## config.mk

```make
export PLATFORM = sky130hd
export DESIGN_NAME = biqpe_coef_regs
export DESIGN_NICKNAME = d
export VERILOG_FILES = /design/src/biqpe_pkg.sv /design/src/biqpe_coef_regs.sv
export SDC_FILE = /design/constraint.sdc
export NUM_CORES = 1
export LEC_CHECK = 0
export ABC_AREA = 1
export ABC_CLOCK_PERIOD_IN_PS = 800
export BUFFER_PORTS_ARGS = -buffer_cell sky130_fd_sc_hd__buf_2
export CAP_MARGIN = 20
export CELL_PAD_IN_SITES_DETAIL_PLACEMENT = 1
export CELL_PAD_IN_SITES_GLOBAL_PLACEMENT = 1
export CORE_MARGIN = 1.5
export CORE_UTILIZATION = 34
export DETAILED_ROUTE_END_ITERATION = 6
export PLACE_DENSITY = 0.88
export SLEW_MARGIN = 20
export SYNTH_ARGS = -nofsm -noshare
export SYNTH_HDL_FRONTEND = slang
export SYNTH_SLANG_ARGS = --single-unit
```

## constraint.sdc

```tcl
create_clock -name clk_i -period 0.8 [get_ports clk_i]
set_input_delay 0.04 -clock clk_i [delete_from_list [all_inputs] [get_ports clk_i]]
set_output_delay 0.04 -clock clk_i [all_outputs]
set_load 0.1 [all_outputs]
```

## src/biqpe_pkg.sv

```systemverilog
// Types, constants and saturating Q31 arithmetic for the biquad filter block.
package biqpe_pkg;

  typedef logic signed [31:0] q31_t;

  localparam q31_t Q31_MAX = 32'sh7FFF_FFFF;
  localparam q31_t Q31_MIN = 32'sh8000_0000;

  localparam q31_t COEF_B0_RST = 32'sd999576523;
  localparam q31_t COEF_B1_RST = -32'sd1665830811;
  localparam q31_t COEF_B2_RST = 32'sd733657884;
  localparam q31_t COEF_A1_RST = -32'sd818082248;
  localparam q31_t COEF_A2_RST = 32'sd348614933;

  localparam int unsigned CFG_IDX_W = 3;

  typedef enum logic [CFG_IDX_W-1:0] {
    CFG_COEF_B0 = 3'd0,
    CFG_COEF_B1 = 3'd1,
    CFG_COEF_B2 = 3'd2,
    CFG_COEF_A1 = 3'd3,
    CFG_COEF_A2 = 3'd4
  } cfg_reg_e;

  typedef struct packed {
    q31_t b0;
    q31_t b1;
    q31_t b2;
    q31_t a1;
    q31_t a2;
  } biqpe_coef_t;

  typedef struct packed {
    q31_t x1;
    q31_t x2;
    q31_t y1;
    q31_t y2;
  } biqpe_hist_t;

  // Clamp a 33-bit two's complement value to the Q31 range.
  function automatic q31_t sat33(logic [32:0] v);
    q31_t r;
    if (v[32] != v[31]) begin
      r = v[32] ? Q31_MIN : Q31_MAX;
    end else begin
      r = signed'(v[31:0]);
    end
    return r;
  endfunction

  // Fractional multiply: the product shifted right by 31 rounds toward minus
  // infinity, which the arithmetic part-select gives directly.
  function automatic q31_t q31_mul(q31_t a, q31_t b);
    logic signed [63:0] p;
    p = a * b;
    return sat33(p[63:31]);
  endfunction

  function automatic q31_t q31_add(q31_t a, q31_t b);
    logic [32:0] s;
    s = {a[31], a} + {b[31], b};
    return sat33(s);
  endfunction

  function automatic q31_t q31_sub(q31_t a, q31_t b);
    logic [32:0] s;
    s = {a[31], a} - {b[31], b};
    return sat33(s);
  endfunction

  function automatic q31_t q31_shl2(q31_t a);
    q31_t r;
    if (a[31:29] != {3{a[31]}}) begin
      r = a[31] ? Q31_MIN : Q31_MAX;
    end else begin
      r = signed'({a[29:0], 2'b00});
    end
    return r;
  endfunction

endpackage

```

## src/biqpe_coef_regs.sv

```systemverilog
// Coefficient register file written through the configuration port.
module biqpe_coef_regs
  import biqpe_pkg::*;
(
  input  logic                 clk_i,
  input  logic                 rst_ni,
  input  logic                 cfg_we_i,
  input  logic [CFG_IDX_W-1:0] cfg_idx_i,
  input  logic [31:0]          cfg_wdata_i,
  output biqpe_coef_t          coef_o
);

  biqpe_coef_t coef_q;

  always_ff @(posedge clk_i or negedge rst_ni) begin
    if (!rst_ni) begin
      coef_q.b0 <= COEF_B0_RST;
      coef_q.b1 <= COEF_B1_RST;
      coef_q.b2 <= COEF_B2_RST;
      coef_q.a1 <= COEF_A1_RST;
      coef_q.a2 <= COEF_A2_RST;
    end else if (cfg_we_i) begin
      unique case (cfg_idx_i)
        CFG_COEF_B0: coef_q.b0 <= signed'(cfg_wdata_i);
        CFG_COEF_B1: coef_q.b1 <= signed'(cfg_wdata_i);
        CFG_COEF_B2: coef_q.b2 <= signed'(cfg_wdata_i);
        CFG_COEF_A1: coef_q.a1 <= signed'(cfg_wdata_i);
        CFG_COEF_A2: coef_q.a2 <= signed'(cfg_wdata_i);
        default: ;
      endcase
    end
  end

  assign coef_o = coef_q;

endmodule

```

==> After elaboration in Yosys (flattened, before gate mapping) <==
Index checks and enable logic that the tools add are counted.
{ "classes": {"reduce_logical": 6, "eq_ne": 4} }
{ "ops": {"columns": ["cell", "count"], "rows": [
  ["AND reduction 2 bit", 5],
  ["== test 3 x 2 -> 1 bit, second input constant", 2],
  ["== test 3 x 1 -> 1 bit, second input constant", 1],
  ["== test 3 bit, second input constant", 1],
  ["logical NOT 3 bit", 1]
]} }
{ "totals": {"ff_bits": 160, "output_inout_bits": 160, "in_bits": 38} }

==> Longest topological paths before layout <==
Gate-level depths: netlist (run 1).
{ "logic_depth": {"ltp_word": 2, "ltp_mapped": 6, "ltp_nobuf": 5} }

==> Least setup slack after synthesis (run 1) <==
No wires, ideal clock.
{ "synth_timing": {"path_type": "register to register", "startpoint": "reg coef_o[32] (netlist name)", "endpoint": "reg coef_q (netlist bit coef_o[32])", "setup_slack_ns": -0.356, "stages_incl_launch_ff": 3, "required_ns": 0.732, "arrival_time_ns": 1.088, "path_buffers": 0, "period_less_slack_ns": 1.156, "path_cell_list": "dfrtp_1 nand2_1 nand2_1"} }
{ "synth_rtl": {"columns": ["item", "line_no", "text"], "rows": [
  ["end: declaration", "biqpe_coef_regs.sv:13", "biqpe_coef_t coef_q;"]
]} }

==> Worst setup path in the final report (run 1) <==
{ "layout_timing": {"startpoint": "reg coef_q (netlist bit coef_o[131])", "endpoint": "out coef_o[131] (netlist name)"} }
{ "layout_rtl": {"columns": ["item", "line_no", "text"], "rows": [
  ["end: declaration", "biqpe_coef_regs.sv:10", "output biqpe_coef_t coef_o"]
]} }
No word-level cell between the ends.

==> results of run 1 <==
## worst min-delay path: stages
cell	delay [ns]
buf_2	0.13
nor2_4	0.09
nand3_1	0.10
nand2_2	0.06
## power breakdown
group	total [uW]	internal [uW]	switching, uW
combinational	23200	8000	15200
clock	8500	4680	3820
sequential	13400	11200	2220
total	45100	23900	21200
## metal layers
layer / vias to the layer above / share of wire, % / GRT usage [%]
met3: 126 / 5.7 / 6.15
li1: 2815 / - / -
met5: - / 0 / 0
met4: 0 / 5.7 / 16.3
met1: 3568 / 35 / 34.3
met2: 389 / 53 / 59.2
## repair_timing
item	CTS	global route
endpoints found under the hold margin	319	1
setup buffers	16	49
pin swaps	42	69
resized for setup	103	163
setup endpoints to repair	228	256
## per-stage QoR
step	setup slack, ns	setup TNS [ns]	hold WS (ns)	power, uW	area, um^2
floorplan	-0.161	-17.63	-0.256	25100	6990
global placement	-0.242	-28.65	-0.107	33300	10900
detailed placement	-0.317	-38.38	-0.105	33900	10900
CTS	-0.522	-71.47	-0.0650	43200	12200
global route	-0.543	-78.56	0.00501	46000	13000
finish	-0.524	-73.90	-0.00821	45100	13000
## cells in the final DEF (no fill, tap or decap), types with 3 or more instances in the layout
cell type      Yosys  final
buf_6              0     56
nand3_1          128    128
dfrtp_4            0     77
dfstp_4            0     82
nand2_1          360    196
nand2_4            0     39
clkinvlp_4         0      5
inv_6              0      3
clkbuf_16          0     17
nand2_2            0    125
buf_2             36     36
nor2_4             3      4
buf_4              4     25
dlygate4sd3_1      0     33
inv_2              5      5
buf_12             0    172
## kinds of logic (layout without fill, tap and decap cells)
family | after synthesis | in the layout
simple gates | 493 | 493
flops | 160 | 160
buf+inv | 50 | 360
other cells | 0 | 1
## layout make-up
class                   count  area [um^2]  area share, %
repair buffers            322         4770           36.6
multi-input cells         493         2650           20.3
diodes                      1         2.50         0.0192
well taps                 229          287           2.20
clock buffers              19          433           3.32
clock inverters            13          155           1.19
inverters                   6         22.5          0.173
flip-flops and latches    160         4700           36.1
## worst max-delay path by stage
stage          cells after the start     endpoint
2_1_floorplan                      2  coef_o[101]
3_3_place_gp                       6  coef_o[139]
3_5_place_dp                       6  coef_o[147]
4_1_cts                            1   coef_o[53]
5_1_grt                            1  coef_o[131]
6_report                           1  coef_o[131]
==> results.yml, run 1 <==
synth:
  synthMuxAreaShare_pct: 0
  synth_warnings: 0
  synth_nets: 741
  synthesis.area_um2: 6390
  synth.most_common_cell: "nand2_1"
  yosysSeqAreaShare_pct: 64.2
  synth.area.top_cells: "dfstp_2, dfrtp_1, nand2_1"
  syn_inst: 703
  synth-xor-area-share_pct: 0
  synth_compound_area_share_pct: 0
  synthSimpleGateAreaFrac_pct: 31.9
  synth_top_family_by_area: "simple AND/OR/NAND/NOR gates"
  synthFlopType: "dfstp_2"
  synth_enable_flop_cells: 0
  synth_fa_ha_area_share_pct: 0
  synthArstFlopShare_pct: 100
  synth_top_area_share_pct: 33.7
  synth.ff_latch_count: 160
  synthTopCellsByCount: "nand2_1, nand3_1, dfstp_2"
  synth_area_per_cell_um2: 9.09
  ys_types: 12
  yosysTopAreaCell: "dfstp_2"
critical_path:
  worstSetupPathType: "flop to output pin"
  reg2reg_depth: 3
  worst-r2r-setup-slack_ns: -0.17
  worstPathArrival_ns: 1.28
  startpoint: "coef_o[131]"
  r2r_end: "coef_o[53]"
  cpMaxStageDelayCell: "dfstp_4"
  path_delay_family: "flip-flops"
  cp-end-kind: "output pin"
  slowest_delay_ns: 0.66
  path_buf_inv: 1
  path_cells: "buf_12"
  cp-start-kind: "flop"
  regToRegStartpoint: "coef_o[53]"
  critPathMaxFanout: 2
  required_ns: 0.76
placed_design:
  hpwl_mm: 19.3
  dp.cells: 1120
  gp_congestion: 0.836
  io_buffers: 197
detailed_routing:
  drt-total-wl_mm: 34.9
  firstDrtPassIters: 5
  drtAntennaViolNets: 0
  wl_per_cell_um: 28.1
  vias: 6898
  drtIter0Drc: 466
  remaining_drc_errors: 0
  post_drt_via_cell_ratio: 5.55
power:
  p_per_area_nw_per_um2: 3460
  peakVddDrop_v: 0.00201
  p_leak_uw: 0.00580
sta:
  fin_crit_ns: 1.32
  finalSetupViolations: 259
  fin_skew_ns: 0
  drv_slew: 0
  rsz0062_at_grt: "true"
  finalCritPeriodShare_pct: 165
  hold_ws_ns: -0.00821
  worstMarginPinSlew_ns: 0.437
  fmax_mhz: 755
  hold_viol_final: 1
  setup_slack_ns: -0.524
  relSlewSlack_pct: 70.9
outcome:
  status: "finished with violations"
  violations: "negative hold slack, negative setup slack"
hold_path:
  hold_class: "input port to flop"
  min_from: "cfg_idx_i[2]"
  holdPathEnd: "coef_o[129]"
  min_path_cells: 4
finish:
  drive_above_1_share_pct: 64.5
  finish.net_count: 1038
  largest_reg_flops: 160
  fill_cells: 1691
  fin_cells: 1243
  syn_to_final_growth_pct: 104
  final_util_pct: 71.5
global_route:
  grt_pass1_wl_mm: 46.2
  overflow: 0
  grt_max_degree: 51
  grtUsageTotal_pct: 31.8
  antenna_found_initial: 1
  grt_pass1_vias: 7416
clock_tree:
  worstSkewPairLatency_ns: 0.42
  clockBufferDepth: 2
  path_clk_slew_ns: 0.08
  htreeDepth: 4
  cts_tree: "done"
  root_buffer: "clkbuf_16"
  cts_sinks: 160
  numCtsBuffers: 17
  postCtsHoldBufs: 33
floorplanning:
  start_util_pct: 35.1
  io_pins: 198
  die_w_um: 140
  core-area_um2: 18200
  num_rows: 49
  die_h_um: 140
  die_area_um2: 19600
run:
  timing.max_cap.violations: 0
No activity file was read; power rests on OpenSTA's default activity.
==> run 2, diff against run 1 <==
==> constraint.sdc (replaced) <==
create_clock -name clk_i -period 0.8 [get_ports clk_i]
set_input_delay 0.08 -clock clk_i [delete_from_list [all_inputs] [get_ports clk_i]]
set_output_delay 0.08 -clock clk_i [all_outputs]
set_load 0.1 [all_outputs]
==> results.yml, run 2 (synthesized netlist as in run 1, its figures left out) <==
global_route:
  grt_pass1_wl_mm: 46.0
  antenna_found_initial: 2
  grt_max_degree: 64
  overflow: 0
  grtUsageTotal_pct: 32.0
  grt_pass1_vias: 7266
power:
  p_per_area_nw_per_um2: 3490
  p_leak_uw: 0.00578
  peakVddDrop_v: 0.00194
  finalPower_uw: 45500
clock_tree:
  clockBufferDepth: 2
  cts_sinks: 160
  path_clk_slew_ns: 0.08
  cts_tree: "done"
  htreeDepth: 4
  root_buffer: "clkbuf_16"
  numCtsBuffers: 17
  worstSkewPairLatency_ns: 0.44
critical_path:
  path_cells: "buf_12"
  path_delay_family: "flip-flops"
  worstPathArrival_ns: 1.29
  critPathMaxFanout: 2
  required_ns: 0.72
  path_buf_inv: 1
  cp-end-kind: "output pin"
  slowest_delay_ns: 0.67
  worstSetupPathType: "flop to output pin"
  cpMaxStageDelayCell: "dfstp_4"
  cp-start-kind: "flop"
detailed_routing:
  remaining_drc_errors: 0
  vias: 6984
  drt-total-wl_mm: 35.8
  firstDrtPassIters: 5
  post_drt_via_cell_ratio: 5.65
  wl_per_cell_um: 29.0
  drtAntennaViolNets: 0
  drtIter0Drc: 632
hold_path:
  hold_class: "input port to async pin"
finish:
  final_cell_mix: "nand2_1, buf_12, nand3_1"
  finish.net_count: 1030
  largest_reg_flops: 160
  fill_cells: 1681
  syn_to_final_growth_pct: 104
  multiInputGateArea_um2: 2650
  ff_latch_area_um2: 4700
  final_util_pct: 71.5
  drive_above_1_share_pct: 64.0
  layout_commonest_cell: "nand2_1"
sta:
  hold_viol_final: 0
  rsz0062_at_grt: "true"
  fin_crit_ns: 1.37
  tns_ns: -81.37
  finalSetupViolations: 285
  setup_slack_ns: -0.574
  finalCritPeriodShare_pct: 172
  fmax_mhz: 728
  worstMarginPinSlew_ns: 0.308
  fin_skew_ns: 0
  relSlewSlack_pct: 79.4
  drv_slew: 0
outcome:
  status: "finished with violations"
  violations: "negative setup slack"
floorplanning:
  start_util_pct: 35.1
  die_w_um: 140
  die_area_um2: 19600
  io_pins: 198
  num_rows: 49
  die_h_um: 140
  core-area_um2: 18200
placed_design:
  gp_congestion: 0.833
  hpwl_mm: 19.5
  io_buffers: 197
run:
  timing.max_cap.violations: 0
run 2: timing repair:
action / CTS / global route
gates cloned: 0 / 1
hold buffers: 33 / 0
gates resized for setup: 92 / 166
buffers inserted: 14 / 43
endpoints found under the setup margin: 233 / 275
pin swaps: 30 / 57
hold endpoints to repair: 259 / 0
run 2: where the power goes:
part           total, uW  leakage (uW)  internal [uW]  switching, uW
sequential         13500       0.00179          11200           2270
combinational      23100       0.00371           7900          15200
clock               8850      0.000285           5100           3750
run 2: metal layers:
metal | track usage (%) | wire (um) | vias to the layer above
met2 | 58.5 | 19100 | 432
met4 | 16.5 | 1790 | 0
li1 | - | - | 2804
met3 | 6.63 | 2160 | 111
met1 | 35.0 | 12800 | 3637
met5 | 0 | 0 | -
run 2: layout make-up:
type / instances / share of cell area (%)
Antenna cell: 2 / 0.0385
Clock buffer: 20 / 3.51
Clock inverter: 12 / 1.22
Inverter: 6 / 0.173
Multi-Input combinational cell: 493 / 20.3
Sequential cell: 160 / 36.2
Tap cell: 229 / 2.20
Timing Repair Buffer: 314 / 36.4
run 2: final timing paths:
check                              end  depth (start not counted)  slack, ns          from
min in group clk_i          coef_o[93]                          5       0.23  cfg_idx_i[0]
min                         coef_o[60]                          2       0.07        rst_ni
max in group asynchronous   coef_o[79]                          3       0.16        rst_ni
min reg2reg                 coef_o[49]                          2       0.55    coef_o[49]
max                        coef_o[122]                          1      -0.57   coef_o[122]
max reg2reg                 coef_o[53]                          3      -0.15    coef_o[53]
run 2: per-stage QoR:
step	setup slack (ns)	cell area [um^2]	hold slack (ns)	instances
6_report	-0.574	13000	0.0686	1236
2_1_floorplan	-0.161	6990	-0.216	703
3_3_place_gp	-0.296	10800	-0.0454	1116
3_5_place_dp	-0.396	10800	-0.0457	1116
5_1_grt	-0.579	13000	0.0699	1236
4_1_cts	-0.556	12100	0.0597	1195
==> run 3, diff against run 2 <==
--- a/config.mk
+++ b/config.mk
@@ -6,7 +6,7 @@
 export NUM_CORES = 1
 export LEC_CHECK = 0
 export ABC_AREA = 1
-export ABC_CLOCK_PERIOD_IN_PS = 800
+export ABC_CLOCK_PERIOD_IN_PS = 1600
 export BUFFER_PORTS_ARGS = -buffer_cell sky130_fd_sc_hd__buf_2
 export CAP_MARGIN = 20
 export CELL_PAD_IN_SITES_DETAIL_PLACEMENT = 1
@@ -14,7 +14,7 @@
 export CORE_MARGIN = 1.5
 export CORE_UTILIZATION = 34
 export DETAILED_ROUTE_END_ITERATION = 6
-export PLACE_DENSITY = 0.88
+export PLACE_DENSITY = 0.85
 export SLEW_MARGIN = 20
 export SYNTH_ARGS = -nofsm -noshare
 export SYNTH_HDL_FRONTEND = slang
==> constraint.sdc (replaced) <==
create_clock -name clk_i -period 1.6 [get_ports clk_i]
set_input_delay 0.16 -clock clk_i [delete_from_list [all_inputs] [get_ports clk_i]]
set_output_delay 0.16 -clock clk_i [all_outputs]
set_load 0.1 [all_outputs]
==> results.yml, run 3 (synthesized netlist as in run 1, its figures left out) <==
hold_path:
  hold_class: "input port to flop"
power:
  peakVddDrop_v: 0.000778
  p_per_area_nw_per_um2: 2070
  p_leak_uw: 0.00458
global_route:
  busiest_layer: "met2"
  grt_max_degree: 76
  grtUsageMet1_pct: 28.8
  grtUsageTotal_pct: 23.0
  groute.layer.met2.usage_pct: 39.5
  grt_pass1_vias: 6031
  antenna_found_initial: 1
  overflow: 0
  grt_pass1_wl_mm: 34.7
  gr-usage-met3_pct: 5.26
sta:
  hold_ws_ns: 0.0135
  finalSetupViolations: 0
  relSlewSlack_pct: 64.9
  hold_viol_final: 0
  drv_slew: 0
  fin_crit_ns: 1.56
  rsz0062_at_grt: "false"
  tns_ns: 0
  fin_skew_ns: 0
  worstMarginPinSlew_ns: 0.530
  fmax_mhz: 642
  finalCritPeriodShare_pct: 97.3
critical_path:
  slowest_delay_ns: 0.55
  worstPathArrival_ns: 1.40
  path_buf_inv: 1
  cp-start-kind: "flop"
  path_cells: "buf_2"
  critPathMaxFanout: 2
  path_delay_family: "flip-flops"
  cp-end-kind: "output pin"
  required_ns: 1.44
  cpMaxStageDelayCell: "dfstp_2"
  worstSetupPathType: "flop to output pin"
floorplanning:
  num_rows: 49
  io_pins: 198
  start_util_pct: 35.1
  die_h_um: 140
  core-area_um2: 18200
  die_w_um: 140
  die_area_um2: 19600
placed_design:
  io_buffers: 197
  hpwl_mm: 15.0
  gp_congestion: 0.840
  dp.cells: 1110
detailed_routing:
  drtIter0Drc: 254
  wl_per_cell_um: 18.8
  post_drt_via_cell_ratio: 4.88
  drtAntennaViolNets: 0
  firstDrtPassIters: 4
  drt-total-wl_mm: 21.8
  vias: 5649
  remaining_drc_errors: 0
clock_tree:
  root_buffer: "clkbuf_16"
  cts_sinks: 160
  clockBufferDepth: 2
  postCtsSetupBuffers: 0
  worstSkewPairLatency_ns: 0.41
  path_clk_slew_ns: 0.07
  htreeDepth: 4
  cts_tree: "done"
  numCtsBuffers: 17
run:
  timing.max_cap.violations: 0
finish:
  fin_cells: 1158
  drive_above_1_share_pct: 37.2
  layout_commonest_cell: "nand2_1"
  syn_to_final_growth_pct: 32.0
  final_cell_mix: "nand2_1, buf_2, nand3_1"
  finish.net_count: 952
  largest_reg_flops: 160
outcome:
  status: "finished, final reports clean"
==> run 3: per-stage QoR <==
| stage | instance area, um^2 | total power [uW] | setup WS [ns] | utilization, % |
|---|---|---|---|---|
| after global placement | 7690 | 13200 | 0.410 | 42.2 |
| after floorplan | 6390 | 12000 | 0.444 | - |
| final | 8440 | 17500 | 0.0431 | 46.3 |
| after detailed placement | 7690 | 13400 | 0.343 | 42.2 |
| after global routing | 8430 | 18100 | 0.00353 | 46.3 |
| after CTS | 8430 | 17600 | 0.0129 | 46.3 |
==> run 3: cell type report <==
cell class,instances,area (um^2)
antenna,2,5.00
clock buffer,21,470
clock inverter,11,130
fill,2156,9770
inverter,6,22.5
multi-input combinational,493,2040
sequential,160,4110
tap,229,287
timing repair buffer,236,1370
==> run 3: layer usage <==
layer,vias to the layer above,share of wire (%)
met5,-,0
met4,0,1.8
met3,26,4.8
met2,157,50
met1,2818,43
li1,2648,-
==> run 3: timing repair <==
| action | CTS | global route |
|---|---|---|
| resized for setup | 0 | 1 |
| hold buffers | 14 | 0 |
| endpoints found under the hold margin | 98 | 0 |
| setup endpoints to repair | 0 | 1 |
==> run 3: path summary, 6_finish.rpt <==
kind	startpoint	end	slack, ns	cells past startpoint
max	coef_o[137]	coef_o[137]	0.04	1
min	cfg_wdata_i[10]	coef_o[42]	0.01	3
max reg2reg	coef_o[58]	coef_o[58]	0.86	2
min reg2reg	coef_o[76]	coef_o[76]	0.46	2
max in group asynchronous	rst_ni	coef_o[73]	0.88	3
min in group asynchronous	rst_ni	coef_o[61]	0.09	2
==> run 3: power by group <==
part	internal [uW]	total, uW	switching (uW)
Sequential	5090	5520	432
Combinational	926	7800	6870
Clock	2440	4180	1740
